File: src/design/jse_pkg.sv
`timescale 1ns / 1ps
`default_nettype none

package jse_pkg;

    // micro-program address
    typedef logic [4:0] t_uaddr;

    localparam t_uaddr UA_IDLE  = 5'd0;
    localparam t_uaddr UA_OPEN  = 5'd1;
    localparam t_uaddr UA_DISP  = 5'd2;
    localparam t_uaddr UA_RAW   = 5'd3;
    localparam t_uaddr UA_ESC   = 5'd4;
    localparam t_uaddr UA_CTRL  = 5'd6;
    localparam t_uaddr UA_REPL  = 5'd12;
    localparam t_uaddr UA_PASS  = 5'd18;
    localparam t_uaddr UA_KEEP  = 5'd19;
    localparam t_uaddr UA_CLOSE = 5'd20;
    localparam t_uaddr UA_DONE  = 5'd21;

    // byte source of an emitting step
    typedef logic [2:0] t_src;
    localparam t_src SRC_CONST = 3'd0;
    localparam t_src SRC_HEAD  = 3'd1;
    localparam t_src SRC_ESC   = 3'd2;
    localparam t_src SRC_HEXHI = 3'd3;
    localparam t_src SRC_HEXLO = 3'd4;

    // constant characters
    typedef logic [2:0] t_kst;
    localparam t_kst K_QUOTE = 3'd0;
    localparam t_kst K_BSL   = 3'd1;
    localparam t_kst K_U     = 3'd2;
    localparam t_kst K_ZERO  = 3'd3;
    localparam t_kst K_F     = 3'd4;
    localparam t_kst K_D     = 3'd5;

    // sequencing
    typedef logic [2:0] t_seq;
    localparam t_seq SEQ_WAIT = 3'd0;
    localparam t_seq SEQ_NEXT = 3'd1;
    localparam t_seq SEQ_JUMP = 3'd2;
    localparam t_seq SEQ_DISP = 3'd3;
    localparam t_seq SEQ_LOOP = 3'd4;

    // side actions
    typedef logic [2:0] t_act;
    localparam t_act ACT_NONE  = 3'd0;
    localparam t_act ACT_OPEN  = 3'd1;
    localparam t_act ACT_CLOSE = 3'd2;
    localparam t_act ACT_SAVE  = 3'd3;
    localparam t_act ACT_FLUSH = 3'd4;

    // head byte classes for dispatch
    typedef logic [2:0] t_cls;
    localparam t_cls CLS_EMPTY = 3'd0;
    localparam t_cls CLS_RAW   = 3'd1;
    localparam t_cls CLS_ESC   = 3'd2;
    localparam t_cls CLS_CTRL  = 3'd3;
    localparam t_cls CLS_REPL  = 3'd4;
    localparam t_cls CLS_PASS  = 3'd5;
    localparam t_cls CLS_KEEP  = 3'd6;

    typedef struct packed {
        logic   emit;
        t_src   src;
        t_kst   kst;
        logic   pop;
        t_seq   seq;
        t_act   act;
        t_uaddr tgt;
    } t_uword;

    localparam logic [7:0] CH_QUOTE = 8'h22;
    localparam logic [7:0] CH_BSL   = 8'h5c;
    localparam logic [7:0] CH_SLASH = 8'h2f;
    localparam logic [7:0] CH_U     = 8'h75;
    localparam logic [7:0] CH_ZERO  = 8'h30;
    localparam logic [7:0] CH_LA    = 8'h61;
    localparam logic [7:0] CH_F     = 8'h66;
    localparam logic [7:0] CH_D     = 8'h64;
    localparam logic [7:0] CH_B     = 8'h62;
    localparam logic [7:0] CH_N     = 8'h6e;
    localparam logic [7:0] CH_R     = 8'h72;
    localparam logic [7:0] CH_T     = 8'h74;

    localparam logic [7:0] LEAD_E0 = 8'he0;
    localparam logic [7:0] LEAD_ED = 8'hed;
    localparam logic [7:0] LEAD_F0 = 8'hf0;
    localparam logic [7:0] LEAD_F4 = 8'hf4;

    function automatic t_uword uw(input logic e, input t_src s, input t_kst k,
                                  input logic p, input t_seq q, input t_act a,
                                  input t_uaddr t);
        t_uword w;
        w.emit = e;
        w.src  = s;
        w.kst  = k;
        w.pop  = p;
        w.seq  = q;
        w.act  = a;
        w.tgt  = t;
        return w;
    endfunction

    // control store
    function automatic t_uword uc_rom(input t_uaddr a);
        t_uword w;
        case (a)
            5'd0:    w = uw(1'b0, SRC_CONST, K_QUOTE, 1'b0, SEQ_WAIT, ACT_NONE,  UA_IDLE);
            5'd1:    w = uw(1'b1, SRC_CONST, K_QUOTE, 1'b0, SEQ_JUMP, ACT_OPEN,  UA_DISP);
            5'd2:    w = uw(1'b0, SRC_CONST, K_QUOTE, 1'b0, SEQ_DISP, ACT_NONE,  UA_DISP);
            5'd3:    w = uw(1'b1, SRC_HEAD,  K_QUOTE, 1'b1, SEQ_JUMP, ACT_NONE,  UA_DISP);
            5'd4:    w = uw(1'b1, SRC_CONST, K_BSL,   1'b0, SEQ_NEXT, ACT_NONE,  UA_DISP);
            5'd5:    w = uw(1'b1, SRC_ESC,   K_QUOTE, 1'b1, SEQ_JUMP, ACT_NONE,  UA_DISP);
            5'd6:    w = uw(1'b1, SRC_CONST, K_BSL,   1'b0, SEQ_NEXT, ACT_NONE,  UA_DISP);
            5'd7:    w = uw(1'b1, SRC_CONST, K_U,     1'b0, SEQ_NEXT, ACT_NONE,  UA_DISP);
            5'd8:    w = uw(1'b1, SRC_CONST, K_ZERO,  1'b0, SEQ_NEXT, ACT_NONE,  UA_DISP);
            5'd9:    w = uw(1'b1, SRC_CONST, K_ZERO,  1'b0, SEQ_NEXT, ACT_NONE,  UA_DISP);
            5'd10:   w = uw(1'b1, SRC_HEXHI, K_QUOTE, 1'b0, SEQ_NEXT, ACT_NONE,  UA_DISP);
            5'd11:   w = uw(1'b1, SRC_HEXLO, K_QUOTE, 1'b1, SEQ_JUMP, ACT_NONE,  UA_DISP);
            5'd12:   w = uw(1'b1, SRC_CONST, K_BSL,   1'b0, SEQ_NEXT, ACT_NONE,  UA_DISP);
            5'd13:   w = uw(1'b1, SRC_CONST, K_U,     1'b0, SEQ_NEXT, ACT_NONE,  UA_DISP);
            5'd14:   w = uw(1'b1, SRC_CONST, K_F,     1'b0, SEQ_NEXT, ACT_NONE,  UA_DISP);
            5'd15:   w = uw(1'b1, SRC_CONST, K_F,     1'b0, SEQ_NEXT, ACT_NONE,  UA_DISP);
            5'd16:   w = uw(1'b1, SRC_CONST, K_F,     1'b0, SEQ_NEXT, ACT_NONE,  UA_DISP);
            5'd17:   w = uw(1'b1, SRC_CONST, K_D,     1'b1, SEQ_JUMP, ACT_NONE,  UA_DISP);
            5'd18:   w = uw(1'b1, SRC_HEAD,  K_QUOTE, 1'b1, SEQ_LOOP, ACT_NONE,  UA_DISP);
            5'd19:   w = uw(1'b0, SRC_CONST, K_QUOTE, 1'b0, SEQ_JUMP, ACT_SAVE,  UA_DONE);
            5'd20:   w = uw(1'b1, SRC_CONST, K_QUOTE, 1'b0, SEQ_JUMP, ACT_CLOSE, UA_DONE);
            5'd21:   w = uw(1'b0, SRC_CONST, K_QUOTE, 1'b0, SEQ_JUMP, ACT_FLUSH, UA_IDLE);
            default: w = uw(1'b0, SRC_CONST, K_QUOTE, 1'b0, SEQ_JUMP, ACT_NONE,  UA_IDLE);
        endcase
        return w;
    endfunction

    function automatic logic [7:0] kst_char(input t_kst k);
        logic [7:0] c;
        case (k)
            K_QUOTE: c = CH_QUOTE;
            K_BSL:   c = CH_BSL;
            K_U:     c = CH_U;
            K_ZERO:  c = CH_ZERO;
            K_F:     c = CH_F;
            K_D:     c = CH_D;
            default: c = CH_QUOTE;
        endcase
        return c;
    endfunction

    function automatic logic [7:0] hex_char(input logic [3:0] n);
        logic [7:0] c;
        if (n < 4'd10) begin
            c = CH_ZERO + {4'd0, n};
        end else begin
            c = CH_LA + {4'd0, n} - 8'd10;
        end
        return c;
    endfunction

    // two-character escape letter, zero when the byte has none
    function automatic logic [7:0] esc_char(input logic [7:0] b);
        logic [7:0] c;
        case (b)
            CH_QUOTE: c = CH_QUOTE;
            CH_BSL:   c = CH_BSL;
            CH_SLASH: c = CH_SLASH;
            8'h08:    c = CH_B;
            8'h0c:    c = CH_F;
            8'h0a:    c = CH_N;
            8'h0d:    c = CH_R;
            8'h09:    c = CH_T;
            default:  c = 8'h00;
        endcase
        return c;
    endfunction

    // whole sequence length for a lead byte, zero when it cannot lead
    function automatic logic [2:0] seq_len(input logic [7:0] lead);
        logic [2:0] n;
        if (lead inside {[8'hc2:8'hdf]}) begin
            n = 3'd2;
        end else if (lead inside {[8'he0:8'hef]}) begin
            n = 3'd3;
        end else if (lead inside {[8'hf0:8'hf4]}) begin
            n = 3'd4;
        end else begin
            n = 3'd0;
        end
        return n;
    endfunction

    function automatic logic cont_ok(input logic [7:0] lead, input logic first,
                                     input logic [7:0] b);
        logic ok;
        ok = (b[7:6] == 2'b10);
        if (first) begin
            if (lead == LEAD_E0) begin
                ok = (b[7:5] == 3'b101);
            end else if (lead == LEAD_ED) begin
                ok = (b[7:5] == 3'b100);
            end else if (lead == LEAD_F0) begin
                ok = (b[7:6] == 2'b10) && (b[5:4] != 2'b00);
            end else if (lead == LEAD_F4) begin
                ok = (b[7:4] == 4'h8);
            end
        end
        return ok;
    endfunction

endpackage

`default_nettype wire

File: src/design/json_string_escaper_utf8.sv
`timescale 1ns / 1ps
`default_nettype none

// JSON string escaper with UTF-8 checking. Each slave item is either one byte
// of a string (tuser 0) or the end of the string (tuser 1); the master side
// carries the quoted, escaped JSON text one byte per item, with tlast on the
// last byte caused by each input item (an input byte that only extends a
// pending UTF-8 sequence causes none). The opening quote goes out ahead of
// the first byte of a string, the closing quote at the end marker. Work is
// done by a micro-programmed sequencer: a control store of 22 words steps a
// small byte queue (pending bytes plus the new one) through dispatch,
// plain-copy, escape, \u00hh, \ufffd and UTF-8 pass-through routines. One
// item is taken at a time: after the accept comes the opening quote when a
// string starts, then per queued byte a dispatch step plus one step per
// output byte of its routine (raw emits 1 byte, a short escape 2, \u00hh
// or \ufffd 6, a UTF-8 sequence 2 to 4), then a dispatch on the empty queue
// (or a save of an unfinished UTF-8 sequence), the closing quote at an end
// marker and a step that hands over the held last byte. Output back-pressure
// stalls the sequencer on whichever step needs to emit or to flush a held byte.

module json_string_escaper_utf8 (
    input  wire        i_clk,
    input  wire        i_rst_n,
    input  wire        i_s_tvalid,
    output logic       o_s_tready,
    input  wire  [7:0] i_s_tdata,   // [7:0] data_byte
    input  wire        i_s_tuser,   // [0] req_type: 0 byte, 1 end of string
    output logic       o_m_tvalid,
    input  wire        i_m_tready,
    output logic [7:0] o_m_tdata,   // [7:0] out_byte
    output logic       o_m_tlast    // run_last
);

    // persistent string state
    logic [7:0] r_pend [3];
    logic [1:0] r_pcnt;
    logic       r_instr;

    // working queue of the current item, head at index 0
    logic [7:0] r_q [4];
    logic [2:0] r_qn;
    logic       r_fin;
    logic [2:0] r_rem;

    // sequencer
    jse_pkg::t_uaddr r_upc;

    // one-byte hold so tlast is known when the next byte is produced
    logic [7:0] r_hold;
    logic       r_hold_v;

    // output register
    logic [7:0] r_out;
    logic       r_out_last;
    logic       r_out_v;

    logic [7:0]      n_pend [3];
    logic [1:0]      n_pcnt;
    logic            n_instr;
    logic [7:0]      n_q [4];
    logic [2:0]      n_qn;
    logic            n_fin;
    logic [2:0]      n_rem;
    jse_pkg::t_uaddr n_upc;
    logic [7:0]      n_hold;
    logic            n_hold_v;
    logic [7:0]      n_out;
    logic            n_out_last;
    logic            n_out_v;

    jse_pkg::t_uword uword;
    jse_pkg::t_cls   cls;
    jse_pkg::t_uaddr disp_tgt;
    logic [7:0]      head;
    logic [7:0]      head_esc;
    logic [2:0]      need;
    logic            bad;
    logic [7:0]      emit_byte;
    logic            out_free;
    logic            stall;
    logic            accept;

    assign uword    = jse_pkg::uc_rom(r_upc);
    assign head     = r_q[0];
    assign head_esc = jse_pkg::esc_char(head);
    assign need     = jse_pkg::seq_len(head);

    // a continuation byte that is present but does not fit breaks the lead
    assign bad = ((r_qn > 3'd1) && (need > 3'd1) && !jse_pkg::cont_ok(head, 1'b1, r_q[1]))
              || ((r_qn > 3'd2) && (need > 3'd2) && !jse_pkg::cont_ok(head, 1'b0, r_q[2]))
              || ((r_qn > 3'd3) && (need > 3'd3) && !jse_pkg::cont_ok(head, 1'b0, r_q[3]));

    always_comb begin
        if (r_qn == 3'd0) begin
            cls = jse_pkg::CLS_EMPTY;
        end else if (!head[7]) begin
            if (head_esc != 8'h00) begin
                cls = jse_pkg::CLS_ESC;
            end else if (head < 8'h20) begin
                cls = jse_pkg::CLS_CTRL;
            end else begin
                cls = jse_pkg::CLS_RAW;
            end
        end else if (need == 3'd0) begin
            cls = jse_pkg::CLS_REPL;
        end else if (bad || ((r_qn < need) && r_fin)) begin
            cls = jse_pkg::CLS_REPL;
        end else if (r_qn >= need) begin
            cls = jse_pkg::CLS_PASS;
        end else begin
            cls = jse_pkg::CLS_KEEP;
        end
    end

    always_comb begin
        case (cls)
            jse_pkg::CLS_EMPTY: disp_tgt = r_fin ? jse_pkg::UA_CLOSE : jse_pkg::UA_DONE;
            jse_pkg::CLS_RAW:   disp_tgt = jse_pkg::UA_RAW;
            jse_pkg::CLS_ESC:   disp_tgt = jse_pkg::UA_ESC;
            jse_pkg::CLS_CTRL:  disp_tgt = jse_pkg::UA_CTRL;
            jse_pkg::CLS_REPL:  disp_tgt = jse_pkg::UA_REPL;
            jse_pkg::CLS_PASS:  disp_tgt = jse_pkg::UA_PASS;
            jse_pkg::CLS_KEEP:  disp_tgt = jse_pkg::UA_KEEP;
            default:            disp_tgt = jse_pkg::UA_DONE;
        endcase
    end

    always_comb begin
        case (uword.src)
            jse_pkg::SRC_CONST: emit_byte = jse_pkg::kst_char(uword.kst);
            jse_pkg::SRC_HEAD:  emit_byte = head;
            jse_pkg::SRC_ESC:   emit_byte = head_esc;
            jse_pkg::SRC_HEXHI: emit_byte = jse_pkg::hex_char(head[7:4]);
            jse_pkg::SRC_HEXLO: emit_byte = jse_pkg::hex_char(head[3:0]);
            default:            emit_byte = head;
        endcase
    end

    assign out_free   = !r_out_v || i_m_tready;
    // emitting or flushing with a held byte needs room in the output register
    assign stall      = (uword.emit || (uword.act == jse_pkg::ACT_FLUSH))
                        && r_hold_v && !out_free;
    assign o_s_tready = (r_upc == jse_pkg::UA_IDLE);
    assign accept     = i_s_tvalid && o_s_tready;

    always_comb begin
        n_pend     = r_pend;
        n_pcnt     = r_pcnt;
        n_instr    = r_instr;
        n_q        = r_q;
        n_qn       = r_qn;
        n_fin      = r_fin;
        n_rem      = r_rem;
        n_upc      = r_upc;
        n_hold     = r_hold;
        n_hold_v   = r_hold_v;
        n_out      = r_out;
        n_out_last = r_out_last;
        n_out_v    = r_out_v && !i_m_tready;

        if (accept) begin
            // pending bytes first, then the new byte behind them
            for (int i = 0; i < 3; i++) begin
                n_q[i] = (2'(i) < r_pcnt) ? r_pend[i] : i_s_tdata;
            end
            n_q[3] = i_s_tdata;
            n_qn   = {1'b0, r_pcnt} + {2'b00, !i_s_tuser};
            n_fin  = i_s_tuser;
            n_pcnt = 2'd0;
            n_upc  = r_instr ? jse_pkg::UA_DISP : jse_pkg::UA_OPEN;
        end else if (!stall && (uword.seq != jse_pkg::SEQ_WAIT)) begin
            if (uword.emit) begin
                if (r_hold_v) begin
                    n_out      = r_hold;
                    n_out_last = 1'b0;
                    n_out_v    = 1'b1;
                end
                n_hold   = emit_byte;
                n_hold_v = 1'b1;
            end

            if (uword.pop) begin
                n_q[0] = r_q[1];
                n_q[1] = r_q[2];
                n_q[2] = r_q[3];
                n_qn   = r_qn - 3'd1;
            end

            case (uword.act)
                jse_pkg::ACT_OPEN:  n_instr = 1'b1;
                jse_pkg::ACT_CLOSE: n_instr = 1'b0;
                jse_pkg::ACT_SAVE: begin
                    n_pend[0] = r_q[0];
                    n_pend[1] = r_q[1];
                    n_pend[2] = r_q[2];
                    n_pcnt    = r_qn[1:0];
                end
                jse_pkg::ACT_FLUSH: begin
                    if (r_hold_v) begin
                        n_out      = r_hold;
                        n_out_last = 1'b1;
                        n_out_v    = 1'b1;
                        n_hold_v   = 1'b0;
                    end
                end
                default: begin
                end
            endcase

            case (uword.seq)
                jse_pkg::SEQ_NEXT: n_upc = r_upc + 5'd1;
                jse_pkg::SEQ_JUMP: n_upc = uword.tgt;
                jse_pkg::SEQ_DISP: begin
                    n_upc = disp_tgt;
                    n_rem = need;
                end
                jse_pkg::SEQ_LOOP: begin
                    // copy a whole UTF-8 sequence, one byte per step
                    n_rem = r_rem - 3'd1;
                    n_upc = (r_rem == 3'd1) ? uword.tgt : r_upc;
                end
                default: n_upc = r_upc;
            endcase
        end
    end

    always_ff @(posedge i_clk) begin
        if (!i_rst_n) begin
            r_upc    <= jse_pkg::UA_IDLE;
            r_pcnt   <= 2'd0;
            r_instr  <= 1'b0;
            r_hold_v <= 1'b0;
            r_out_v  <= 1'b0;
        end else begin
            r_upc    <= n_upc;
            r_pcnt   <= n_pcnt;
            r_instr  <= n_instr;
            r_hold_v <= n_hold_v;
            r_out_v  <= n_out_v;
        end
    end

    always_ff @(posedge i_clk) begin
        r_pend     <= n_pend;
        r_q        <= n_q;
        r_qn       <= n_qn;
        r_fin      <= n_fin;
        r_rem      <= n_rem;
        r_hold     <= n_hold;
        r_out      <= n_out;
        r_out_last <= n_out_last;
    end

    assign o_m_tvalid = r_out_v;
    assign o_m_tdata  = r_out;
    assign o_m_tlast  = r_out_last;

endmodule

`default_nettype wire

File: config.mk
export PLATFORM = sky130hd
export DESIGN_NAME = json_string_escaper_utf8
export DESIGN_NICKNAME = d
export VERILOG_FILES = /design/src/design/jse_pkg.sv /design/src/design/json_string_escaper_utf8.sv
export SDC_FILE = /design/constraint.sdc
export NUM_CORES = 1
export LEC_CHECK = 0
export BUFFER_PORTS_ARGS = -buffer_cell sky130_fd_sc_hd__buf_2
export CAP_MARGIN = 20
export CORE_UTILIZATION = 40
export CTS_CLUSTER_SIZE = 10
export DETAILED_ROUTE_END_ITERATION = 8
export HOLD_SLACK_MARGIN = 0.02
export PLACE_DENSITY = 0.6
export SLEW_MARGIN = 20
export SYNTH_ARGS = -nofsm -noshare
export SYNTH_HDL_FRONTEND = slang
export SYNTH_SLANG_ARGS = --single-unit
export TNS_END_PERCENT = 1
File: constraint.sdc
create_clock -name i_clk -period 5.31 [get_ports i_clk]
set_clock_uncertainty 0.05 [all_clocks]
set_input_delay 0.531 -clock i_clk [delete_from_list [all_inputs] [get_ports i_clk]]
set_output_delay 0.531 -clock i_clk [all_outputs]
set_load 0.01 [all_outputs]
# ---- After elaboration in Yosys (flattened, before gate mapping)
# Memory sizes are Yosys's and may differ from the RTL's. A register that Yosys moved wholly into a read port is not among the register bits.
# Index checks and enable logic that the tools add are counted.
dict set report totals {
  mem_bits_rw 0
  latchBits 0
  rom_bits 576
  reg_bits 90
  in_bits 13
  output_inout_bits 11
  n_memories 1
  word_cells 200
}
dict set report classes {
  n_reduce_logical 51
  n_eq_ne 42
  mux 56
  n_mul 0
  div_mod_pow 0
  bitwise 2
  shifts 0
  n_addsub 10
  n_lt_le_gt_ge 20
}
# memory depth word_bits read_ports rd_ports_with_merged_regs write_ports line
set memory_table {}
lappend memory_table {{(no name shown)} 32 18 1 1 0 jse_pkg.sv:109} ;# case (a)
# op n
set op_table {}
lappend op_table {{$mux 24} 3}
lappend op_table {{$mux 8} 9}
lappend op_table {{$pmux 7 s8} 1}
lappend op_table {{$eq 8x4->1 const B} 5}
lappend op_table {{$pmux 5 s7} 1}
lappend op_table {{$pmux 7 s5} 1}
lappend op_table {{$eq 8x8->1 const B} 4}
lappend op_table {{$pmux 8 s4} 1}
lappend op_table {{$eq 3x2->1 const B} 10}
lappend op_table {{$eq 3x3->1 const B} 10}
lappend op_table {{$mux 5} 5}
lappend op_table {{$ge 8x8->1 const B} 3}
lappend op_table {{$le 8x8->1 const B} 3}
lappend op_table {{$mux 3} 8}
lappend op_table {{$pmux 5 s4} 1}
lappend op_table {{$mux 1} 18}
lappend op_table {{$add 7x4->8 const A} 2}
lappend op_table {{$eq 8x6->1 const B} 2}
lappend op_table {{$logic_and 1x1->1} 16}
lappend op_table {{$sub 8x4->8 const B} 2}
lappend op_table {{$eq 3x1->1 const B} 5}
lappend op_table {{$reduce_and 3->1} 5}
lappend op_table {{$add 6x4->7 const A} 2}
lappend op_table {{$gt 3x2->1 const B} 4}
lappend op_table {{28 further kinds} 60}

# ---- Longest topological paths before layout
# Gate-level depths: netlist (run 1).
dict set report logic_depth {
  depth_word 22
  depth_mapped 18
  depth_no_buf 18
}

# ---- Worst setup path after synthesis (run 1)
# OpenSTA, ideal clock, no wires.
dict set report synth_timing {
  kind {register to register}
  from {register r_q (netlist bit head[0])}
  to {register uword[9] (netlist name)}
  synth_period_minus_slack_ps 4086
  t_arrival_ps 3957
  path_stages_with_launch 19
  setup_time_ps 79
  required_time_ps 5181
  slack_ps 1224
  path_cell_list {edfxtp_1 inv_1 ha_1 o41ai_2 a22oi_2 o21ai_0 nand2_1 ha_1 o21ai_0 or3_4 and3_4 nor4_4 a221oi_2 nor3_4 ha_1 inv_1 nor4_1 o32ai_1 a22oi_1}
}
dict set report synth_via {
  elab_chain_len 22
}
# element line
set synth_rtl {}
lappend synth_rtl {{from (decl)} json_string_escaper_utf8.sv:40} ;# logic [7:0] r_q [4];
lappend synth_rtl {{from (signal assigned)} json_string_escaper_utf8.sv:245} ;# r_q <= n_q;
lappend synth_rtl {{$ge 8x8->1 or $le 8x8->1 (tied branches)} jse_pkg.sv:185} ;# end else if (lead inside {[8'hf0:8'hf4]}) begin
lappend synth_rtl {{$logic_and 1x1->1} jse_pkg.sv:185}
lappend synth_rtl {{$mux 3} jse_pkg.sv:185}
lappend synth_rtl {{$mux 3} jse_pkg.sv:183} ;# end else if (lead inside {[8'he0:8'hef]}) begin
lappend synth_rtl {{$mux 3} jse_pkg.sv:181} ;# if (lead inside {[8'hc2:8'hdf]}) begin
lappend synth_rtl {{$gt 3x1->1 or $gt 3x2->1 (tied branches)} {json_string_escaper_utf8.sv:89, json_string_escaper_utf8.sv:90}}
lappend synth_rtl {{$logic_and 1x1->1 (on tied branches) (2 in a row)} {json_string_escaper_utf8.sv:89, json_string_escaper_utf8.sv:90}}
lappend synth_rtl {{$logic_or 1x1->1} json_string_escaper_utf8.sv:90} ;# || ((r_qn > 3'd2) && (need > 3'd2) && !jse_pkg::cont_ok(head, 1'b0, r_q[2]))
lappend synth_rtl {{(+4 left out)} -}
lappend synth_rtl {{$mux 3 (*)} json_string_escaper_utf8.sv:96} ;# end else if (!head[7]) begin
lappend synth_rtl {{$mux 3 (*)} json_string_escaper_utf8.sv:94} ;# if (r_qn == 3'd0) begin
lappend synth_rtl {{$eq 3x3->1, or another cell as far along} json_string_escaper_utf8.sv:116} ;# case (cls)
lappend synth_rtl {{$pmux 5 s7 (*)} json_string_escaper_utf8.sv:116}
lappend synth_rtl {{$pmux 5 s4 (*)} json_string_escaper_utf8.sv:210} ;# case (uword.seq)
lappend synth_rtl {{$mux 5 (*)} json_string_escaper_utf8.sv:171} ;# end else if (!stall && (uword.seq != jse_pkg::SEQ_WAIT)) begin
lappend synth_rtl {{$mux 5 (*)} json_string_escaper_utf8.sv:161} ;# if (accept) begin
lappend synth_rtl {{$mux 5 (no source line) (*) (2 in a row)} -}
# Mark *: on every way between the ends. The rest lies on a longest branch, timed or not. The select of a mux whose other input is x is not followed.
# A chain may end at the register's enable or synchronous reset.

# ---- Worst setup path after layout (run 1)
dict set report layout_timing {
  from {register r_q (netlist bit head[0])}
  to {register uword[9] (netlist name)}
}
dict set report layout_via {
  elab_chain_len 22
}
# element line
set layout_rtl {}
lappend layout_rtl {{$ge 8x8->1 or $le 8x8->1 (tied branches)} jse_pkg.sv:185}
lappend layout_rtl {{$logic_and 1x1->1} jse_pkg.sv:185}
lappend layout_rtl {{$mux 3} jse_pkg.sv:185}
lappend layout_rtl {{$mux 3} jse_pkg.sv:183}
lappend layout_rtl {{$mux 3} jse_pkg.sv:181}
lappend layout_rtl {{$gt 3x1->1 or $gt 3x2->1 (tied branches)} {json_string_escaper_utf8.sv:89, json_string_escaper_utf8.sv:90}}
lappend layout_rtl {{$logic_and 1x1->1 (on tied branches) (2 in a row)} {json_string_escaper_utf8.sv:89, json_string_escaper_utf8.sv:90}}
lappend layout_rtl {{$logic_or 1x1->1} json_string_escaper_utf8.sv:90}
lappend layout_rtl {{(+4 left out)} -}
lappend layout_rtl {{$mux 3 (*)} json_string_escaper_utf8.sv:96}
lappend layout_rtl {{$mux 3 (*)} json_string_escaper_utf8.sv:94}
lappend layout_rtl {{$eq 3x3->1, or another cell as far along} json_string_escaper_utf8.sv:116}
lappend layout_rtl {{$pmux 5 s7 (*)} json_string_escaper_utf8.sv:116}
lappend layout_rtl {{$pmux 5 s4 (*)} json_string_escaper_utf8.sv:210}
lappend layout_rtl {{$mux 5 (*)} json_string_escaper_utf8.sv:171}
lappend layout_rtl {{$mux 5 (*)} json_string_escaper_utf8.sv:161}
lappend layout_rtl {{$mux 5 (no source line) (*) (2 in a row)} -}
# Marks and branches as above.

==> flow_metrics.py, run 1 <==
metrics = {
    "run_status": {
        "status": "finished, violations left",
        "violations": "DRC",
    },
    "cts": {
        "cts_resized": 0,
        "clk_latency_ns": 0.36,
        "cts_hold_buf": 0,
        "cts-root-buf": "clkbuf_16",
        "clk_pin_slew_ns": 0.07,
        "numCtsBuffers": 9,
        "cts_setup_buffers": 0,
        "clock_path_buffers": 2,
        "cts_tree": "done",
        "htreeDepth": 3,
        "cts_sinks": 105,
    },
    "grt": {
        "grt_max_degree": 62,
        "met3_usage_pct": 3.937,
        "grt_pass1_wl_um": 23670,
        "grt_remaining_overflow": 0,
        "grtUsageMet2_pct": 29.18,
        "antenna_found_initial": 0,
        "grt.busiest_layer": "met2",
        "grt_pass1_vias": 4580,
        "grtUsageMet1_pct": 26.42,
        "track_usage_pct": 19.19,
    },
    "synth": {
        "yosysWarnings": 0,
        "synth_nets": 649,
        "synth.avg_cell_area_um2": 10.02,
        "synth-main-ff-cell": "edfxtp_1",
        "synth-xor-area-share_pct": 0.7185,
        "ys_types": 83,
        "synthCells": 608,
        "async_flop_share_pct": 0,
        "synth_compound_area_share_pct": 17.82,
        "synth-simple-area-share_pct": 17.41,
        "seq_area_frac_synth_pct": 47.63,
        "syn-cell-area_mm2": 0.006095,
        "synth-edff-count": 80,
        "ys_ff_latch": 105,
        "synthMuxAreaShare_pct": 6.508,
        "synth_top_family_by_area": "compound AO/OA/AOI/OAI gates",
        "synth_fa_ha_area_share_pct": 5.913,
    },
    "floorplanning": {
        "start_util_pct": 41.46,
        "die_h_um": 125.4,
        "die_area_mm2": 0.01573,
        "die_x_um": 125.4,
        "num_io_pins": 24,
        "rows": 44,
        "core_mm2": 0.01470,
    },
    "setup_path": {
        "worst-path-stages": 18,
        "slowest_delay_ns": 0.50,
        "crit_chain": "inv_1 > ha_1 > o41ai_2 > a22oi_2 > o21ai_0 > nand2_1 > ha_1 > o21ai_0 > or3_4 > and3_4 > nor4_4 > a221oi_2 > nor3_4 > ha_1 > inv_1 > nor4_1 > o32ai_1 > a22oi_1",
        "cp_max_fo": 8,
        "path_buf_inv": 2,
        "critPathSlowestCell": "edfxtp_1",
        "crit_required_ns": 5.54,
        "reg2regPathDepth": 18,
        "crit_family": "simple AND/OR/NAND/NOR gates",
        "critPathKind": "flip-flop to flip-flop",
        "worstReg2RegStart": "head[0]",
        "crit_top_cell": "ha_1",
        "rrSetupSlack_ns": 0.54,
        "r2r_end": "uword[9]",
        "arrival_ns": 5.00,
        "crit_path_end_kind": "flip-flop",
        "startpoint_type": "flip-flop",
    },
    "layout": {
        "fill_cells": 1393,
        "fin_cells": 813,
        "mostFrequentLayoutCells": "80 x edfxtp_1, 69 x nand2_1, 52 x o21ai_0, 49 x nor2_1, 34 x mux2i_1",
        "final_common_cell": "edfxtp_1",
        "num_antenna_cells": 0,
        "regArea_mm2": 0.002903,
        "area_delta_synth_final_pct": 9.813,
        "nNetsFinal": 665,
        "drive_above_1_share_pct": 11.29,
        "multiInputGateArea_mm2": 0.002953,
    },
    "sta": {
        "hold_violations": 0,
        "tns_ns": 0,
        "fin_crit_ns": 4.772,
        "drv_slew": 0,
        "slew_headroom_pct": 35.29,
        "fin_ws_ns": 0.5378,
        "setup_viol_count_final": 0,
        "fmax_ghz": 0.2095,
        "grt_setup_unrepaired": "no",
        "final.period_utilization_pct": 89.87,
        "tightestPinTransition_ns": 0.9671,
    },
    "place": {
        "dpl.hpwl_um": 10270,
        "placed_cells": 797,
        "numPortBuffers": 23,
        "post-place-ws_ns": 0.6061,
        "gp_congestion": 0.8647,
    },
    "route": {
        "vias": 4675,
        "drt_first_iter_violations": 428,
        "drtAntennaViolNets": 0,
        "wl_um": 14350,
        "drc": 3,
        "firstDrtPassIters": 7,
        "via_per_inst": 5.750,
        "wire_per_inst_um": 17.65,
    },
    "hold_path": {
        "hold_class": "primary input to flip-flop",
        "hold_depth": 1,
        "hp-start": "i_s_tuser",
        "holdPathEnd": "r_fin",
    },
    "pwr": {
        "netSwitchingPower_mw": 1.499,
        "powerDensity_mw_per_mm2": 550.4,
        "p_seq_share_pct": 40.1,
        "internal_power_mw": 2.185,
        "p_comb_share_pct": 40.7,
        "power_frac_clock_pct": 19.3,
        "swShare_pct": 40.68,
        "vdd_ir_drop_max_v": 0.0002193,
        "p_leak_nw": 2.605,
        "power.total_mw": 3.684,
    },
    "flow_run": {
        "cap_violations": 0,
    },
}
[registers in the layout (all words and copies together) (netlist names), named ones only]
signal and flops:
o_m_tlast 1, r_hold 8, r_rem 3, r_qn 3, o_m_tvalid 1, o_m_tdata 4
r_instr 1, r_q 24, head 8, r_fin 1, r_hold_v 1, uword 15
r_pcnt 2, r_upc 5, r_pend 24
[layer usage]
metal / part of all wire (%) / up-vias
li1: - / 2290
met2: 45 / 139
met3: 5.0 / 26
met4: 2.5 / 0
met1: 48 / 2220
met5: 0 / -
[synthesized netlist by cell type (4+ instances only)]
| cell type | number | area share, % |
|---|---|---|
| a21oi_1 | 31 | 2.5 |
| nand4_1 | 6 | 0.62 |
| and2_1 | 5 | 0.51 |
| dfxtp_1 | 25 | 8.2 |
| o211ai_1 | 7 | 0.86 |
| a211oi_1 | 5 | 0.62 |
| o32ai_1 | 5 | 0.72 |
| edfxtp_1 | 80 | 39 |
| clkbuf_1 | 15 | 0.92 |
| nand2b_1 | 5 | 0.51 |
| o22ai_1 | 5 | 0.51 |
| nor2b_1 | 9 | 0.92 |
| mux2i_1 | 34 | 5.6 |
| and3_1 | 4 | 0.41 |
| mux2_2 | 5 | 0.92 |
| nor3_1 | 17 | 1.4 |
| buf_2 | 4 | 0.33 |
| nand2_1 | 70 | 4.3 |
| nand3_1 | 18 | 1.5 |
| ha_1 | 28 | 5.7 |
| a21o_1 | 4 | 0.49 |
| nor2_1 | 50 | 3.1 |
| inv_1 | 32 | 2.0 |
| o21ai_0 | 52 | 4.3 |
[stage by stage]
| step | hold slack [ns] | util (%) | cell area, µm² |
|---|---|---|---|
| CTS | 0.3019 | 45.53 | 6693 |
| finish | 0.3151 | 45.53 | 6693 |
| detailed placement | 0.3927 | 43.37 | 6375 |
| global route | 0.3087 | 45.53 | 6693 |
| floorplan | 0.3762 | - | 6095 |
| global placement | 0.3855 | 43.37 | 6375 |
[layout make-up]
type | instances | share of cell area (%)
Clock buffer | 9 | 3.365
Clock inverter | 7 | 1.383
Inverter | 36 | 2.038
Multi-Input combinational cell | 444 | 44.12
Sequential cell | 105 | 43.37
Tap cell | 184 | 3.440
Timing Repair Buffer | 28 | 2.281
[cell families (layout without fill, tap and decap cells)]
group,after synthesis,after routing
compound gates,159,159
mux,39,39
xor+xnor,5,5
flops,105,105
fa+ha+maj,29,29
buf+inv,59,80
simple gates,212,212
[how the worst max path moves through the flow]
stage          endpoint  startpoint
2_1_floorplan  uword[9]     head[0]
3_3_place_gp   uword[9]     head[0]
3_5_place_dp   uword[9]     head[0]
4_1_cts        uword[9]     head[0]
5_1_grt        uword[9]     head[5]
6_report       uword[9]     head[0]
[power by group through the flow]
stage	Sequential [mW]	Combinational, mW	Clock [mW]
2_1_floorplan	1.38	1.17	0
3_3_place_gp	1.48	1.49	0
3_5_place_dp	1.49	1.49	0
4_1_cts	1.48	1.50	0.731
5_1_grt	1.51	1.69	0.759
6_report	1.48	1.50	0.709
No activity file was read; power rests on OpenSTA's default activity.
==> run 2: changes to the inputs <==
- CELL_PAD_IN_SITES_DETAIL_PLACEMENT: not set -> 1
- CELL_PAD_IN_SITES_GLOBAL_PLACEMENT: not set -> 1
- CORE_UTILIZATION: 40 -> 30
- PLACE_DENSITY: 0.6 -> 0.57
- SKIP_CTS_REPAIR_TIMING: not set -> 1
==> flow_metrics.py, run 2 (synthesis results as in run 1) <==
metrics = {
    "run_status": {
        "status": "finished, final reports clean",
    },
    "floorplanning": {
        "start_util_pct": 30.91,
        "die_x_um": 144.5,
        "core_mm2": 0.01972,
        "die_area_mm2": 0.02089,
        "rows": 51,
        "die_h_um": 144.5,
        "num_io_pins": 24,
    },
    "setup_path": {
        "startpoint_type": "flip-flop",
        "slowest_delay_ns": 0.57,
        "critPathSlowestCell": "edfxtp_1",
        "crit_path_end_kind": "flip-flop",
        "crit_chain": "inv_1 > ha_1 > o41ai_2 > a22oi_2 > o21ai_0 > nand2_1 > ha_1 > o21ai_0 > or3_4 > and3_4 > nor4_4 > a221oi_2 > nor3_4 > ha_1 > inv_1 > nor4_1 > o32ai_1 > a22oi_1",
        "critPathKind": "flip-flop to flip-flop",
        "crit_required_ns": 5.54,
        "worstReg2RegStart": "head[5]",
        "crit_top_cell": "ha_1",
        "cp_max_fo": 11,
        "rrSetupSlack_ns": 0.47,
        "r2r_end": "uword[9]",
        "reg2regPathDepth": 18,
        "crit_family": "simple AND/OR/NAND/NOR gates",
        "path_buf_inv": 2,
        "arrival_ns": 5.07,
    },
    "pwr": {
        "power.total_mw": 3.714,
        "vdd_ir_drop_max_v": 0.0001539,
        "powerDensity_mw_per_mm2": 548.3,
        "p_leak_nw": 2.597,
    },
    "layout": {
        "drive_above_1_share_pct": 11.57,
        "area_delta_synth_final_pct": 11.15,
        "nNetsFinal": 667,
        "num_antenna_cells": 0,
        "fill_cells": 2245,
        "final_common_cell": "edfxtp_1",
        "fin_cells": 896,
        "mostFrequentLayoutCells": "80 x edfxtp_1, 69 x nand2_1, 52 x o21ai_0, 49 x nor2_1, 34 x mux2i_1",
        "regArea_mm2": 0.002903,
        "final_util_pct": 34.36,
        "multiInputGateArea_mm2": 0.002953,
    },
    "grt": {
        "grt_pass1_wl_um": 27410,
        "antenna_found_initial": 0,
        "track_usage_pct": 17.36,
        "grt_pass1_vias": 4884,
        "grt_max_degree": 62,
        "grt_remaining_overflow": 0,
    },
    "sta": {
        "slew_headroom_pct": 32.63,
        "fin_ws_ns": 0.4734,
        "hold_violations": 0,
        "tns_ns": 0,
        "setup_viol_count_final": 0,
        "final.period_utilization_pct": 91.08,
        "grt_setup_unrepaired": "no",
        "tightestPinTransition_ns": 1.007,
        "drv_slew": 0,
        "fmax_ghz": 0.2068,
        "fin_crit_ns": 4.837,
    },
    "cts": {
        "clk_pin_slew_ns": 0.07,
        "clock_path_buffers": 2,
        "numCtsBuffers": 9,
        "htreeDepth": 3,
        "clk_latency_ns": 0.36,
        "cts-root-buf": "clkbuf_16",
        "cts_tree": "done",
        "cts_sinks": 105,
    },
    "place": {
        "gp_congestion": 0.8444,
        "numPortBuffers": 23,
        "post-place-ws_ns": 0.5111,
        "dpl.hpwl_um": 12260,
        "placed_cells": 880,
    },
    "hold_path": {
        "hp-start": "i_s_tuser",
        "hold_depth": 1,
        "holdPathEnd": "r_fin",
        "hold_class": "primary input to flip-flop",
    },
    "route": {
        "top_layer": "met4",
        "via_per_inst": 5.306,
        "wire_per_inst_um": 18.86,
        "routed-wl-met2_um": 7960,
        "drc": 0,
        "drtAntennaViolNets": 0,
        "drt_first_iter_violations": 294,
        "wl_um": 16900,
        "firstDrtPassIters": 4,
        "dr_wl_met3_um": 382,
        "wl_met1_um": 8394,
        "vias": 4754,
    },
    "flow_run": {
        "cap_violations": 0,
    },
}
==> run 2: changes by cell type in the layout (fill, tap and decap cells not counted) <==
cell | before | now
clkbuf_1 | 0 | 1
clkinv_4 | 1 | 2
clkinv_1 | 3 | 2
bufinv_16 | 2 | 0
buf_4 | 5 | 7
clkinv_8 | 0 | 1
==> run 2: cell type report <==
class / instances / share of cell area (%)
clock buffers: 10 / 3.380
clock inverters: 6 / 0.7942
inverters: 36 / 2.013
multi-input cells: 444 / 43.59
flip-flops and latches: 105 / 42.85
well taps: 265 / 4.895
repair buffers: 30 / 2.475
==> run 2: power by group <==
group | total, mW | switching, mW | internal, mW
Combinational | 1.59 | 1.04 | 0.551
Sequential | 1.47 | 0.237 | 1.23
Clock | 0.648 | 0.324 | 0.325
Total | 3.71 | 1.61 | 2.11
==> run 2: worst max-delay path by stage <==
| stage | startpoint | cells after the start | slack, ns | end |
|---|---|---|---|---|
| 6_report | head[5] | 18 | 0.47 | uword[9] |
| 5_1_grt | head[5] | 18 | 0.05 | uword[9] |
| 4_1_cts | head[0] | 18 | 0.49 | uword[9] |
| 3_5_place_dp | head[0] | 18 | 0.51 | uword[9] |
| 3_3_place_gp | head[0] | 18 | 0.76 | uword[9] |
| 2_1_floorplan | head[0] | 18 | 1.22 | uword[9] |
==> run 2: through the flow <==
stage / hold slack [ns] / area, µm²
final: 0.3184 / 6774
after global routing: 0.3175 / 6774
after CTS: 0.3100 / 6774
after detailed placement: 0.3850 / 6491
after global placement: 0.3838 / 6491
after floorplan: 0.3762 / 6095
==> run 2: layer usage <==
| layer | global-route usage, % | up-vias |
|---|---|---|
| met2 | 28.19 | 64 |
| met5 | 0 | - |
| li1 | - | 2292 |
| met4 | 4.543 | 0 |
| met3 | 2.914 | 11 |
| met1 | 23.75 | 2387 |
==> run 3: changes to the inputs <==
- CORE_ASPECT_RATIO: not set -> 0.8
- CORE_UTILIZATION: 30 -> 49
- PLACE_DENSITY: 0.57 -> 0.84
- RECOVER_POWER: not set -> 50
==> flow_metrics.py, run 3 (synthesis results as in run 1) <==
metrics = {
    "run_status": {
        "status": "finished, final reports clean",
    },
    "sta": {
        "fin_ws_ns": 0.3733,
        "slew_headroom_pct": 39.13,
        "setup_viol_count_final": 0,
        "fin_crit_ns": 4.937,
        "drv_slew": 0,
        "tightestPinTransition_ns": 0.9120,
        "final.period_utilization_pct": 92.97,
        "holdWs_ns": 0.3160,
        "grt_setup_unrepaired": "no",
        "fmax_ghz": 0.2026,
        "tns_ns": 0,
        "hold_violations": 0,
    },
    "place": {
        "placed_area_mm2": 0.006350,
        "gp_congestion": 0.9270,
        "dpl.hpwl_um": 11890,
        "post-place-ws_ns": 0.5862,
        "placed_cells": 767,
        "numPortBuffers": 23,
    },
    "pwr": {
        "power.total_mw": 3.712,
        "vdd_ir_drop_max_v": 0.0003378,
        "powerDensity_mw_per_mm2": 562.6,
        "p_leak_nw": 2.539,
    },
    "floorplanning": {
        "die_x_um": 126.7,
        "rows": 36,
        "die_h_um": 101.8,
        "core_mm2": 0.01216,
        "num_io_pins": 24,
        "die_area_mm2": 0.01289,
        "start_util_pct": 50.11,
    },
    "layout": {
        "fin_cells": 783,
        "nNetsFinal": 667,
        "num_antenna_cells": 0,
        "drive_above_1_share_pct": 8.399,
        "area_delta_synth_final_pct": 8.253,
        "mostFrequentLayoutCells": "80 x edfxtp_1, 69 x nand2_1, 53 x o21ai_0, 48 x nor2_1, 34 x mux2i_1",
        "fin_area_mm2": 0.006598,
        "final_util_pct": 54.25,
        "final_common_cell": "edfxtp_1",
    },
    "setup_path": {
        "arrival_ns": 5.19,
        "crit_path_end_kind": "flip-flop",
        "cp_max_fo": 19,
        "startpoint_type": "flip-flop",
        "crit_required_ns": 5.56,
        "critPathKind": "flip-flop to flip-flop",
    },
    "flow_run": {
        "cap_violations": 0,
    },
    "route": {
        "drc": 0,
        "drt_first_iter_violations": 474,
        "wire_per_inst_um": 21.34,
        "vias": 4923,
        "firstDrtPassIters": 5,
        "drtAntennaViolNets": 0,
        "wl_um": 16710,
        "via_per_inst": 6.287,
    },
    "cts": {
        "numCtsBuffers": 9,
        "clk_pin_slew_ns": 0.07,
        "cts-root-buf": "clkbuf_16",
        "cts_tree": "done",
        "clk_latency_ns": 0.36,
        "htreeDepth": 3,
        "clock_path_buffers": 2,
        "cts_sinks": 105,
    },
    "grt": {
        "grt_pass1_vias": 4870,
        "track_usage_pct": 27.38,
        "grt_max_degree": 62,
        "antenna_found_initial": 0,
        "grt_remaining_overflow": 0,
        "grt_pass1_wl_um": 26780,
    },
    "hold_path": {
        "hold_class": "primary input to flip-flop",
    },
}
## run 3: cell count changes in the layout (fill, tap and decap cells not counted), moves of 2 or more
| cell | before | now |
|---|---|---|
| clkinv_2 | 1 | 3 |
| buf_4 | 7 | 5 |
| buf_2 | 23 | 4 |
| clkbuf_1 | 1 | 23 |
## run 3: path summary, 6_finish.rpt
| path | start | endpoint | slack (ns) | cells past startpoint |
|---|---|---|---|---|
| setup / recovery | head[3] | uword[8] | 0.37 | 17 |
| hold / removal | i_s_tuser | r_fin | 0.32 | 1 |
| setup reg to reg | head[3] | uword[8] | 0.37 | 17 |
| hold reg to reg | r_q[11] | r_pend[3] | 0.41 | 0 |
## run 3: layout make-up
class	instances	area [µm²]
clock buffer	11	232.7
clock inverter	5	43.79
fill	1370	5564
inverter	36	136.4
multi-input combinational	444	2955
sequential	105	2903
tap	152	190.2
timing repair buffer	30	136.4
## run 3: routing by layer
metal  track usage [%]  wire length (µm)
met5                 0                 0
met4             7.967               248
met3             6.286               942
met2             43.52              7641
met1             37.64              7879
## run 3: report_power, final
part / total, mW / internal [mW] / leakage, nW / switching (mW)
Combinational: 1.61 / 0.537 / 1.46 / 1.07
Clock: 0.634 / 0.323 / 0.136 / 0.311
Sequential: 1.47 / 1.24 / 0.946 / 0.237
Total: 3.71 / 2.09 / 2.54 / 1.62
## run 3: worst max-delay path, stage by stage, from the launching register on
cell	delay (ns)
edfxtp_1	0.41
clkbuf_1	0.66
nand4_1	0.24
a211oi_1	0.46
and2b_1	0.22
ha_1	0.23
nand2b_1	0.16
nor2_1	0.09
o21ai_0	0.13
a311oi_1	0.48
nor3_1	0.12
a221oi_2	0.44
nor3_4	0.13
ha_1	0.27
inv_1	0.20
nor3_1	0.09
nor4b_1	0.33
a211o_1	0.18
